==> config.mk <==
export PLATFORM = sky130hd
export DESIGN_NAME = sensor_frame_checksum_parser
export DESIGN_NICKNAME = d
export VERILOG_FILES = /design/src/rtl/sfcp_pkg.sv /design/src/rtl/sfcp_parser.sv /design/src/rtl/sfcp_out_reg.sv /design/src/rtl/sensor_frame_checksum_parser.sv
export SDC_FILE = /design/constraint.sdc
export NUM_CORES = 1
export LEC_CHECK = 0
export ABC_CLOCK_PERIOD_IN_PS = 12850
export BUFFER_PORTS_ARGS = -buffer_cell sky130_fd_sc_hd__clkbuf_2
export CELL_PAD_IN_SITES_DETAIL_PLACEMENT = 1
export CELL_PAD_IN_SITES_GLOBAL_PLACEMENT = 1
export CORE_MARGIN = 2
export CORE_UTILIZATION = 30
export CTS_CLUSTER_DIAMETER = 30
export DETAILED_ROUTE_END_ITERATION = 7
export GPL_TIMING_DRIVEN = 0
export PLACE_DENSITY = 0.54
export SLEW_MARGIN = 20
export SYNTH_ARGS = -nofsm -noshare
export SYNTH_HDL_FRONTEND = slang
export SYNTH_SLANG_ARGS = --single-unit
export TNS_END_PERCENT = 20
==> constraint.sdc <==
create_clock -name clk -period 12.85 [get_ports clk]
set_clock_uncertainty 0.05 [all_clocks]
set_input_delay 0.6425 -clock clk [delete_from_list [all_inputs] [get_ports clk]]
set_output_delay 0.6425 -clock clk [all_outputs]
set_load 0.02 [all_outputs]
==> src/rtl/sfcp_pkg.sv <==
// ----------------------------------------------------------------------------
// sfcp_pkg
// Shared constants and types of the sensor frame checksum parser.
// ----------------------------------------------------------------------------
`default_nettype none

package sfcp_pkg;

	localparam int unsigned FrameLength = 9;
	localparam int unsigned CheckPos    = 8;
	localparam int unsigned PosW        = 4;

	localparam logic [7:0] MarkerReset = 8'hFF;

	typedef enum logic {
		CMD_BYTE  = 1'b0,
		CMD_CLEAR = 1'b1
	} cmd_t;

	// one result transaction
	typedef struct packed {
		logic        frame_done;
		logic        frame_good;
		logic [15:0] concentration_tenths;
		logic [15:0] error_total;
	} result_t;

endpackage

`default_nettype wire

==> src/rtl/sfcp_parser.sv <==
// ----------------------------------------------------------------------------
// sfcp_parser
// Frame state, checksum and counters; computes one result per accepted item.
// ----------------------------------------------------------------------------
`default_nettype none

module sfcp_parser (
	input  wire logic             clk,
	input  wire logic             arst_n,
	input  wire logic             step,
	input  wire logic             cmd,
	input  wire logic [7:0]       rx_byte,
	input  wire logic [7:0]       start_marker,
	output sfcp_pkg::result_t     result
);

	localparam logic [sfcp_pkg::PosW-1:0] LastPos = sfcp_pkg::PosW'(sfcp_pkg::CheckPos);

	logic                      in_frame_q, in_frame_d;
	logic [sfcp_pkg::PosW-1:0] pos_q, pos_d;
	logic [7:0]                sum_q, sum_d;
	logic [7:0]                vhigh_q, vhigh_d;
	logic [7:0]                vlow_q, vlow_d;
	logic [15:0]               last_q, last_d;
	logic [15:0]               fail_q, fail_d;

	logic                      open_frame;
	logic                      active;
	logic [sfcp_pkg::PosW-1:0] pos_cur;
	logic [7:0]                sum_cur;
	logic [7:0]                sum_new;
	logic                      done;
	logic                      good;

	always_comb begin
		in_frame_d = in_frame_q;
		pos_d      = pos_q;
		sum_d      = sum_q;
		vhigh_d    = vhigh_q;
		vlow_d     = vlow_q;
		last_d     = last_q;
		fail_d     = fail_q;
		done       = 1'b0;
		good       = 1'b0;
		open_frame = !in_frame_q && (rx_byte == start_marker);
		active     = in_frame_q || open_frame;
		pos_cur    = open_frame ? '0 : pos_q;
		sum_cur    = open_frame ? '0 : sum_q;
		sum_new    = sum_cur;

		if (cmd == sfcp_pkg::CMD_CLEAR) begin
			in_frame_d = 1'b0;
			pos_d      = '0;
			sum_d      = '0;
			vhigh_d    = '0;
			vlow_d     = '0;
		end else if (active) begin
			if (pos_cur inside {[4'd1:4'd7]}) begin
				sum_new = 8'(sum_cur + rx_byte);
			end
			if (pos_cur == 4'd2) begin
				vhigh_d = rx_byte;
			end
			if (pos_cur == 4'd3) begin
				vlow_d = rx_byte;
			end
			if (pos_cur == LastPos) begin
				// checksum byte: must cancel bytes 1..7
				done = 1'b1;
				good = (rx_byte == 8'(8'd0 - sum_new));
				if (good) begin
					last_d = {vhigh_q, vlow_q};
				end else if (fail_q != 16'hFFFF) begin
					fail_d = 16'(fail_q + 16'd1);
				end
				in_frame_d = 1'b0;
				pos_d      = '0;
				sum_d      = '0;
				vhigh_d    = '0;
				vlow_d     = '0;
			end else begin
				in_frame_d = 1'b1;
				pos_d      = sfcp_pkg::PosW'(pos_cur + 4'd1);
				sum_d      = sum_new;
			end
		end
	end

	always_comb begin
		result.frame_done           = done;
		result.frame_good           = good;
		result.concentration_tenths = last_d;
		result.error_total          = fail_d;
	end

	always_ff @(posedge clk or negedge arst_n) begin
		if (!arst_n) begin
			in_frame_q <= 1'b0;
			pos_q      <= '0;
			sum_q      <= '0;
			vhigh_q    <= '0;
			vlow_q     <= '0;
			last_q     <= '0;
			fail_q     <= '0;
		end else if (step) begin
			in_frame_q <= in_frame_d;
			pos_q      <= pos_d;
			sum_q      <= sum_d;
			vhigh_q    <= vhigh_d;
			vlow_q     <= vlow_d;
			last_q     <= last_d;
			fail_q     <= fail_d;
		end
	end

endmodule

`default_nettype wire

==> src/rtl/sfcp_out_reg.sv <==
// ----------------------------------------------------------------------------
// sfcp_out_reg
// One-entry result register between the parser and the output stream.
// ----------------------------------------------------------------------------
`default_nettype none

module sfcp_out_reg (
	input  wire logic              clk,
	input  wire logic              arst_n,
	input  wire logic              load,
	input  wire sfcp_pkg::result_t result_in,
	input  wire logic              out_ready,
	output logic                   out_valid,
	output sfcp_pkg::result_t      result_out,
	output logic                   in_ready
);

	logic              valid_s1;
	sfcp_pkg::result_t data_s1;

	// free, or emptying this cycle
	assign in_ready   = !valid_s1 || out_ready;
	assign out_valid  = valid_s1;
	assign result_out = data_s1;

	always_ff @(posedge clk or negedge arst_n) begin
		if (!arst_n) begin
			valid_s1 <= 1'b0;
		end else if (in_ready) begin
			valid_s1 <= load;
		end
	end

	always_ff @(posedge clk) begin
		if (load) begin
			data_s1 <= result_in;
		end
	end

endmodule

`default_nettype wire

==> src/rtl/sensor_frame_checksum_parser.sv <==
// ----------------------------------------------------------------------------
// sensor_frame_checksum_parser
// Parses nine-byte serial sensor frames, checks the checksum and reports the
// last good concentration and a saturating checksum failure count.
// ----------------------------------------------------------------------------
//
// Channel  Dir  Handshake            Payload
// s_*      in   s_tvalid/s_tready    tuser: cmd; tdata: rx_byte
// m_*      out  m_tvalid/m_tready    tuser: frame_done, frame_good;
//                                    tdata: concentration_tenths, error_total
// cfg_*    in   cfg_valid/cfg_ready  cfg_data: start_marker (always ready)
//
// Cycles: one input transaction per clock while s_tready is high; its result
// transaction is shown from the output register in the cycle after it is accepted.
// Reset: arst_n clears frame state, counters, output valid, and sets the
// start marker to 0xFF.
// Stalls: s_tready drops only while a result waits and m_tready is low; a
// result taken in the same cycle frees the register for the next input.
// ----------------------------------------------------------------------------
`default_nettype none

module sensor_frame_checksum_parser (
	input  wire logic        clk,
	input  wire logic        arst_n,
	// input stream
	input  wire logic        s_tvalid,
	output logic             s_tready,
	input  wire logic [7:0]  s_tdata,   // [7:0] rx_byte
	input  wire logic        s_tuser,   // [0] cmd (0 byte, 1 clear frame)
	// output stream
	output logic             m_tvalid,
	input  wire logic        m_tready,
	output logic [31:0]      m_tdata,   // [15:0] concentration_tenths, [31:16] error_total
	output logic [1:0]       m_tuser,   // [0] frame_done, [1] frame_good
	// configuration write
	input  wire logic        cfg_valid,
	output logic             cfg_ready,
	input  wire logic [7:0]  cfg_data   // [7:0] start_marker
);

	logic [7:0]        marker_q;
	logic              step;
	sfcp_pkg::result_t res_d;
	sfcp_pkg::result_t res_q;

	// configuration must be written only while idle (the block does not enforce it); always accepted
	assign cfg_ready = 1'b1;

	always_ff @(posedge clk or negedge arst_n) begin
		if (!arst_n) begin
			marker_q <= sfcp_pkg::MarkerReset;
		end else if (cfg_valid) begin
			marker_q <= cfg_data;
		end
	end

	// an input transaction advances the parser and loads the output register
	assign step = s_tvalid && s_tready;

	sfcp_parser u_parser (
		.clk          (clk),
		.arst_n       (arst_n),
		.step         (step),
		.cmd          (s_tuser),
		.rx_byte      (s_tdata),
		.start_marker (marker_q),
		.result       (res_d)
	);

	sfcp_out_reg u_out_reg (
		.clk        (clk),
		.arst_n     (arst_n),
		.load       (step),
		.result_in  (res_d),
		.out_ready  (m_tready),
		.out_valid  (m_tvalid),
		.result_out (res_q),
		.in_ready   (s_tready)
	);

	assign m_tdata = {res_q.error_total, res_q.concentration_tenths};
	assign m_tuser = {res_q.frame_good, res_q.frame_done};

endmodule

`default_nettype wire

==> results_dict.tcl, run 1 <==
set metrics [dict create \
    worstSkewPairLatency_ps 350 \
    synth.area.top_cells "dfrtp_1 (28%), edfxtp_1 (18%), mux2_2 (9.3%)" \
    maxCapViolCount 0 \
    first_global_vias 4302 \
    synth_edf_count 34 \
    regArea_um2 2783 \
    dp_cells 777 \
    num_antenna_cells 0 \
    worstPathMaxFanout 10 \
    ir_drop_mv 0.07343 \
    synth.top_cell.area_share_pct 27.80 \
    hold_buffers 0 \
    fin_crit_ps 6734 \
    setup_tns_ps 0 \
    ys_warn_count 0 \
    wl_mm 14.23 \
    power_frac_clock_pct 29.8 \
    cp-end-kind "flop" \
    ios 59 \
    synth.largest_area_cell "dfrtp_1" \
    synth_nets 526 \
    cp_slowest_cell "nor3b_1" \
    drtIter0Drc 145 \
    port_buffers 56 \
    critical_path_class "input pin to flop" \
    switching_share_pct 34.69 \
    min_path_type "input pin to async pin" \
    max_freq_mhz 148.5 \
    die_w_um 140.4 \
    htree_levels 3 \
    path_cells "clkbuf_2 -> xor2_1 -> nor4_1 -> nand3_1 -> clkbuf_1 -> clkbuf_1 -> and2_1 -> inv_1 -> ha_1 -> nor3b_1 -> nor2_1 -> o31ai_1 -> nand2_1 -> a32oi_1 -> ha_1 -> xor2_1 -> nand2_1 -> nor4_1 -> o2111ai_1 -> nor4_4 -> nand2_2 -> buf_4 -> mux2_1" \
    grt_setup_unrepaired "false" \
    tightest_slew_ps 846.6 \
    cts_setup_buffers 0 \
    crit_path_start_kind "input pin" \
    cts-root-buf "clkbuf_16" \
    cts_buffers 9 \
    multi_input_area_um2 2689 \
    cp.arrival_ps 6780 \
    synth.distinct_cells 59 \
    core_um2 18090 \
    hpwl_mm 10.74 \
    synthCells 490 \
    power_frac_seq_pct 35.6 \
    area_growth_pct 17.91 \
    fp.dieArea_um2 19710 \
    yosysMostFrequentCell "dfrtp_1" \
    fillers 2001 \
    p_comb_share_pct 34.5 \
    grt_max_degree 50 \
    setup_violations 0 \
    drive_gt1_share_pct 25.89 \
    timing.final.crit_share_pct 52.40 \
    async_flop_share_pct 67.31 \
    crit_start "s_tdata[6]" \
    cts_tree "done" \
    die_h_um 140.4 \
    first_pass_iters 4 \
    setup_slack_ps 6116 \
    nets 595 \
    rows 49 \
    pre_cts_slack_ps 5742 \
    crit_required_ps 12900 \
    drc 0 \
    ys_seq_elements 104 \
    maxSlewViolCount 0 \
    avgSynthCellArea_um2 11.39 \
    routed_via_density 5.050 \
    vias 4005 \
    yosysSeqAreaShare_pct 49.85 \
    netlist_area_um2 5582 \
    grt-ovfl-total 0 \
    fin_cells 793 \
    p_int_uw 752.2 \
    wl_per_cell_um 17.95 \
    slew_headroom_pct 43.56 \
    cts_sinks 104 \
    grt_use_total_pct 15.24 \
    grt_first_pass_wirelength_mm 23.68 \
    power.density_nw_per_um2 175.0 \
    cpPeakStageDelay_ps 600 \
    yosys-top-cells-count "dfrtp_1 (62), mux2_2 (46), nand2_1 (35), edfxtp_1 (34), xor2_1 (34)" \
    drtAntennaViolNets 0 \
    post_cts_resized 0 \
    initial_utilization_pct 30.86 \
    antenna_found_initial 0 \
    final_util_pct 36.39 \
    switchingPower_uw 399.5 \
    hold_violations 0 \
    gp_congestion 0.8013 \
    path_clk_slew_ps 70 \
    cellLeakagePower_nw 2.930 \
    status "finished clean" \
    reg2reg_from "marker_q[6]" \
    cts_buffer_depth 2 \
    dominantRegCellSynth "dfrtp_1" \
]
==> logic make-up (layout without fill, tap and decap cells) <==
logic type                 after synthesis  after routing  synth area share, %
muxes                                   73             73                14.55
buffers and inverters                   27            101                1.995
other                                    1              1              0.06718
adders and majority gates               14             14                3.273
and+or+nand+nor                        163            163                15.45
xor gates and xnor gates                43             43                6.748
DFF                                    104            104                49.85
AOI/OAI and AO/OA                       65             65                8.070
==> flip-flops by register name, indices dropped and copies added, names as in the netlist <==
signal                flops
u_parser.last_q          16
u_parser.vhigh_q          8
marker_q                  8
u_parser.in_frame_q       1
u_parser.sum_q            8
u_parser.fail_q          16
u_parser.vlow_q           8
u_out_reg.out_valid       1
u_out_reg.result_out     34
u_parser.pos_q            4
==> through the flow <==
step	hold slack (ps)	total power, mW	area, um^2
final	181.2	1.152	6581
after global routing	195.6	1.228	6581
after CTS	188.2	1.164	6581
after detailed placement	427.4	0.8148	6207
after global placement	418.1	0.7969	6148
after floorplan	296.9	0.7009	5582
==> final timing paths <==
check	endpoint	slack (ps)	depth (start not counted)
setup / recovery	u_out_reg.result_out[30]	6120	23
hold / removal	u_parser.sum_q[2]	180	1
setup reg to reg	u_out_reg.result_out[30]	6150	22
hold reg to reg	u_parser.last_q[11]	440	1
max in group asynchronous	u_parser.vhigh_q[0]	11990	2
min in group clk	u_parser.last_q[11]	440	1
==> cell type report <==
| cell class | count | share of cell area, % |
|---|---|---|
| Clock inverter | 7 | 2.262 |
| Inverter | 9 | 0.5133 |
| Timing Repair Buffer | 58 | 5.133 |
| Clock buffer | 9 | 3.422 |
| Tap cell | 229 | 4.354 |
| Multi-Input combinational cell | 359 | 40.86 |
| Buffer | 18 | 1.179 |
| Sequential cell | 104 | 42.28 |
==> critical path: cells and delay by family <==
| family | cells | cell delay [ps] |
|---|---|---|
| and+or+nand+nor | 10 | 3070 |
| buffers and inverters | 5 | 1200 |
| AOI/OAI and AO/OA | 3 | 650 |
| adders and majority gates | 2 | 520 |
| xor gates and xnor gates | 2 | 370 |
| muxes | 1 | 330 |
==> per-layer routing <==
layer,routed length (um),vias to the layer above,GRT usage [%]
li1,-,1916,-
met1,7035,1999,21.54
met2,6516,72,24.12
met3,428,18,2.120
met4,253,0,5.104
met5,0,-,0
==> cells in the final DEF (no fill, tap or decap), types with 5 or more instances in the layout <==
cell / count
mux2_2: 46
ha_1: 13
xnor2_1: 9
nor3b_1: 7
mux2_1: 19
dfstp_2: 8
clkbuf_16: 9
and3_1: 5
a21oi_1: 10
clkbuf_1: 14
xor2_1: 34
inv_1: 9
o21ai_0: 17
edfxtp_1: 34
nand4_1: 5
dfrtp_1: 62
mux2i_1: 8
nand3_1: 16
o31ai_1: 12
nor3_1: 20
and2_1: 16
nor2_1: 31
nand2_1: 35
clkbuf_2: 55
==> power by group through the flow <==
stage / clock (mW) / sequential [mW] / combinational [mW]
after floorplan: 0 / 0.410 / 0.290
after global routing: 0.368 / 0.417 / 0.443
after global placement: 0 / 0.416 / 0.381
after detailed placement: 0 / 0.417 / 0.398
final: 0.344 / 0.410 / 0.398
after CTS: 0.352 / 0.411 / 0.401
Power figures use the tool's default switching activity.
==> inputs of run 2 (changes only) <==
--- a/config.mk
+++ b/config.mk
@@ -5,7 +5,7 @@
 export SDC_FILE = /design/constraint.sdc
 export NUM_CORES = 1
 export LEC_CHECK = 0
-export ABC_CLOCK_PERIOD_IN_PS = 12850
+export ABC_CLOCK_PERIOD_IN_PS = 6800
 export BUFFER_PORTS_ARGS = -buffer_cell sky130_fd_sc_hd__clkbuf_2
 export CELL_PAD_IN_SITES_DETAIL_PLACEMENT = 1
 export CELL_PAD_IN_SITES_GLOBAL_PLACEMENT = 1
==> constraint.sdc (replaced) <==
create_clock -name clk -period 6.8 [get_ports clk]
set_clock_uncertainty 0.05 [all_clocks]
set_input_delay 0.34 -clock clk [delete_from_list [all_inputs] [get_ports clk]]
set_output_delay 0.34 -clock clk [all_outputs]
set_load 0.02 [all_outputs]
==> results_dict.tcl, run 2 (synthesized netlist as in run 1, its figures left out) <==
set metrics [dict create \
    status "finished clean" \
    largest_reg_flops 34 \
    crit_required_ps 6850 \
    fillers 1999 \
    setup_violations 0 \
    cts_tree "done" \
    critical_path_class "flop to flop" \
    dp_cells 777 \
    worstHoldEndpoint "u_out_reg.out_valid" \
    vias 4011 \
    hold_depth 2 \
    worst_r2r_path_depth 19 \
    layout.cells.most_common "dfrtp_1" \
    antenna_found_initial 0 \
    path_clk_slew_ps 70 \
    core_um2 18090 \
    worstPathMaxFanout 10 \
    grt-ovfl-total 0 \
    power.density_nw_per_um2 331.0 \
    min_path_type "input pin to flop" \
    drtAntennaViolNets 0 \
    cp.arrival_ps 6310 \
    fin_cells 794 \
    grt_first_pass_wirelength_mm 23.69 \
    grt_use_total_pct 15.25 \
    gp_congestion 0.8013 \
    first_pass_iters 4 \
    fp.dieArea_um2 19710 \
    area_growth_pct 18.58 \
    die_w_um 140.4 \
    final_util_pct 36.60 \
    port_buffers 56 \
    whs_ps 152.4 \
    first_global_vias 4304 \
    rows 49 \
    grt_max_degree 50 \
    cts_buffers 9 \
    wl_per_cell_um 18.01 \
    worstSkewPairLatency_ps 350 \
    cts_buffer_depth 2 \
    multi_input_area_um2 2714 \
    power.total_mw 2.191 \
    maxCapViolCount 0 \
    slew_headroom_pct 43.57 \
    cts-root-buf "clkbuf_16" \
    final_cell_mix "dfrtp_1 (62), clkbuf_2 (57), mux2_2 (46)" \
    routed_via_density 5.052 \
    grt_setup_unrepaired "false" \
    drtIter0Drc 165 \
    cellLeakagePower_nw 2.949 \
    r2r_end "u_out_reg.result_out[30]" \
    htree_levels 3 \
    nets 596 \
    cp-end-kind "flop" \
    cts_sinks 104 \
    crit_path_start_kind "flop" \
    tightest_slew_ps 846.5 \
    setup_tns_ps 0 \
    timing.final.crit_share_pct 92.11 \
    max_freq_mhz 159.7 \
    reg2reg_slack_ps 540 \
    initial_utilization_pct 30.86 \
    regArea_um2 2783 \
    hold_start "s_tvalid" \
    drive_gt1_share_pct 26.90 \
    wl_mm 14.30 \
    num_antenna_cells 0 \
    hold_violations 0 \
    ios 59 \
    drc 0 \
    die_h_um 140.4 \
    hpwl_mm 10.74 \
    fin_crit_ps 6264 \
    ir_drop_mv 0.1388 \
    maxSlewViolCount 0 \
    reg2reg_from "marker_q[1]" \
]
run 2: cell count changes in the layout (fill, tap and decap cells not counted):
| cell | before | now |
|---|---|---|
| clkbuf_1 | 14 | 12 |
| clkbuf_2 | 55 | 57 |
| dlygate4sd3_1 | 0 | 1 |
| mux2i_1 | 8 | 7 |
| mux2i_2 | 0 | 1 |
| nor3b_1 | 7 | 6 |
| nor3b_4 | 0 | 1 |
| nor4_1 | 4 | 3 |
| nor4_2 | 0 | 1 |
| o21ai_1 | 1 | 0 |
| o21ai_2 | 0 | 1 |
run 2: stage by stage:
step | area (um^2) | setup WS (ps)
after detailed placement | 6207 | -5.732
after global placement | 6148 | 39.19
after floorplan | 5582 | 1570
final | 6619 | 536.3
after CTS | 6591 | 58.99
after global routing | 6619 | 63.46
run 2: worst max path at each step:
stage	startpoint	endpoint	slack (ps)	depth (start not counted)
detailed placement	s_tdata[6]	u_out_reg.result_out[30]	-6	23
floorplan	marker_q[6]	u_out_reg.result_out[12]	1570	19
CTS	marker_q[6]	u_out_reg.result_out[30]	60	22
finish	marker_q[1]	u_out_reg.result_out[30]	540	19
global route	marker_q[1]	u_out_reg.result_out[30]	60	22
global placement	s_tdata[6]	u_out_reg.result_out[24]	40	23
run 2: per-layer routing:
layer | part of all wire (%) | GRT usage (%)
met4 | 2.0 | 5.104
met3 | 3.2 | 2.120
met5 | 0 | 0
met2 | 46 | 24.12
met1 | 49 | 21.56
run 2: area by class of cell:
cell class,count,share of cell area (%)
Timing Repair Buffer,59,5.255
Sequential cell,104,42.04
Inverter,9,0.5104
Buffer,18,1.210
Clock inverter,7,2.250
Multi-Input combinational cell,359,41.00
Clock buffer,9,3.403
Tap cell,229,4.329
run 2: worst max-delay path, stage by stage (launching register included):
cell and delay (ps):
dfstp_2 540, xor2_1 70, nor4_1 480, nand3_1 210
clkbuf_2 270, clkbuf_1 300, and2_1 240, ha_1 210
fa_1 440, a21oi_1 170, nor2_1 90, or4_1 490
a211oi_1 570, o21ai_0 210, a2111oi_2 430, nor4b_2 120
nor4_4 290, nand2_2 240, buf_4 270, mux2_1 330
run 2: timing repair:
action | in CTS | in global routing
hold endpoints to repair | 13 | 0
resized for setup | 0 | 9
buffers inserted | 0 | 0
endpoints found under the setup margin | 0 | 65
hold buffers | 1 | 0
run 2: where the power goes:
part           total (mW)  internal [mW]  switching, mW
logic               0.766          0.308          0.458
clock network       0.649          0.403          0.247
registers           0.776          0.718         0.0580
total                2.19           1.43          0.762
==> inputs of run 3 (changes only) <==
--- a/config.mk
+++ b/config.mk
@@ -6,15 +6,15 @@
 export NUM_CORES = 1
 export LEC_CHECK = 0
 export ABC_CLOCK_PERIOD_IN_PS = 6800
-export BUFFER_PORTS_ARGS = -buffer_cell sky130_fd_sc_hd__clkbuf_2
 export CELL_PAD_IN_SITES_DETAIL_PLACEMENT = 1
 export CELL_PAD_IN_SITES_GLOBAL_PLACEMENT = 1
 export CORE_MARGIN = 2
 export CORE_UTILIZATION = 30
 export CTS_CLUSTER_DIAMETER = 30
 export DETAILED_ROUTE_END_ITERATION = 7
+export DONT_BUFFER_PORTS = 1
 export GPL_TIMING_DRIVEN = 0
-export PLACE_DENSITY = 0.54
+export PLACE_DENSITY = 0.5
 export SLEW_MARGIN = 20
 export SYNTH_ARGS = -nofsm -noshare
 export SYNTH_HDL_FRONTEND = slang
==> results_dict.tcl, run 3 (synthesized netlist as in run 1, its figures left out) <==
set metrics [dict create \
    status "finished clean" \
    routed_via_density 5.138 \
    worstHoldEndpoint "u_out_reg.out_valid" \
    power_frac_seq_pct 38.5 \
    tightest_slew_ps 935.5 \
    cp-end-kind "flop" \
    largest_reg_flops 34 \
    first_pass_iters 4 \
    p_comb_share_pct 35.4 \
    fp.dieArea_um2 19710 \
    dp_cells 720 \
    cts-root-buf "clkbuf_16" \
    cp.arrival_ps 6290 \
    cts_sinks 104 \
    maxCapViolCount 0 \
    hold_depth 1 \
    hold_violations 0 \
    grt-ovfl-total 0 \
    cts_buffers 9 \
    drtAntennaViolNets 0 \
    use_met2_pct 23.76 \
    grt_use_total_pct 15.28 \
    final_cell_mix "dfrtp_1 (62), mux2_2 (46), nand2_1 (35)" \
    slew_headroom_pct 37.63 \
    gp_congestion 0.8148 \
    drc 0 \
    grt_max_degree 71 \
    rows 49 \
    grt_first_pass_wirelength_mm 23.04 \
    cts_setup_buffers 0 \
    min_path_type "input pin to flop" \
    p_int_mw 1.302 \
    switchingPower_uw 743.2 \
    setup_tns_ps 0 \
    hold_start "s_tvalid" \
    reg2reg_from "marker_q[6]" \
    fin_cells 739 \
    port_buffers 0 \
    crit_required_ps 6850 \
    worstPathMaxFanout 10 \
    use_met3_pct 4.103 \
    area_growth_pct 12.13 \
    power_frac_clock_pct 26.1 \
    drive_gt1_share_pct 18.04 \
    layout.cells.most_common "dfrtp_1" \
    grt_setup_unrepaired "false" \
    power.density_nw_per_um2 326.8 \
    cts_tree "done" \
    core_um2 18090 \
    wl_per_cell_um 19.50 \
    busiest_layer "met2" \
    ir_drop_mv 0.1325 \
    vias 3797 \
    reg2reg_slack_ps 560 \
    r2r_end "u_out_reg.result_out[29]" \
    path_clk_slew_ps 70 \
    grt_util_met1_pct 20.60 \
    setup_violations 0 \
    wl_mm 14.41 \
    fin_crit_ps 6242 \
    worst_r2r_path_depth 19 \
    worstSkewPairLatency_ps 370 \
    num_antenna_cells 0 \
    drtIter0Drc 152 \
    htree_levels 3 \
    cts_buffer_depth 2 \
    critical_path_class "flop to flop" \
    cellLeakagePower_nw 2.665 \
    initial_utilization_pct 30.86 \
    first_global_vias 4055 \
    die_h_um 140.4 \
    ios 59 \
    maxSlewViolCount 0 \
    max_freq_mhz 160.2 \
    hpwl_mm 10.52 \
    switching_share_pct 36.34 \
    antenna_found_initial 0 \
    crit_path_start_kind "flop" \
    nets 541 \
    timing.final.crit_share_pct 91.79 \
    die_w_um 140.4 \
]
-- run 3: changes by cell type in the layout (fill, tap and decap cells not counted), sizes merged --
cell	before	now
dlygate4sd3	1	2
bufinv	4	1
clkinvlp	0	1
clkinv	0	1
inv	12	10
clkbuf	79	26
-- run 3: routing by layer --
layer	share of wire (%)	up-vias	wire length [um]
met5	0	-	0
met4	2.1	0	303
met3	4.1	18	597
met2	45	71	6555
met1	48	1906	6956
li1	-	1802	-
-- run 3: timing repair --
action	CTS	global route
hold buffers	3	0
endpoints found under the hold margin	71	0
setup endpoints to repair	0	65
resized for setup	0	6
-- run 3: worst max-delay path by stage --
stage / startpoint / end / cells after the start
global route: marker_q[5] / u_out_reg.result_out[27] / 22
detailed placement: marker_q[0] / u_out_reg.result_out[27] / 22
CTS: marker_q[0] / u_out_reg.result_out[27] / 22
global placement: marker_q[6] / u_out_reg.result_out[29] / 22
floorplan: marker_q[6] / u_out_reg.result_out[12] / 19
finish: marker_q[6] / u_out_reg.result_out[29] / 19
-- run 3: area by class of cell --
class | count | area, um^2
clock inverters | 4 | 55.05
well taps | 229 | 286.5
multi-input cells | 359 | 2710
repair buffers | 4 | 75.07
flip-flops and latches | 104 | 2783
inverters | 9 | 33.78
fillers | 1969 | 11830
clock buffers | 12 | 236.5
plain buffers | 18 | 78.83
-- run 3: power groups by stage --
stage / logic, mW / clock network [mW] / registers (mW)
2_1_floorplan: 0.549 / 0 / 0.776
3_3_place_gp: 0.686 / 0 / 0.796
3_5_place_dp: 0.706 / 0 / 0.799
4_1_cts: 0.722 / 0.551 / 0.787
5_1_grt: 0.801 / 0.577 / 0.798
6_report: 0.724 / 0.534 / 0.788
-- run 3: stage by stage --
step | utilization [%] | hold slack, ps | worst slack (ps) | power, mW | instance area (um^2)
6_report | 34.60 | 36.38 | 558.1 | 2.045 | 6259
5_1_grt | 34.60 | 33.19 | 49.12 | 2.176 | 6259
4_1_cts | 34.48 | 19.81 | 25.91 | 2.060 | 6236
3_5_place_dp | 32.60 | -2.824 | 62.75 | 1.505 | 5897
3_3_place_gp | 32.45 | -3.084 | 64.34 | 1.483 | 5868
2_1_floorplan | - | -5.591 | 1570 | 1.324 | 5582
-- run 3: critical path, stage by stage, from the launching register on --
cell       delay (ps)
dfstp_2           530
xor2_1             80
nor4_2            420
nand3_1           240
clkbuf_1          320
clkbuf_2          300
and2_1            210
ha_1              220
fa_1              440
a211oi_1          390
o21ba_2           230
nor3_1             50
mux2i_1           440
nand3_1           240
nor4_1            390
o2111ai_1         190
nor4_4            390
nand2_2           230
buf_4             260
mux2_1            340
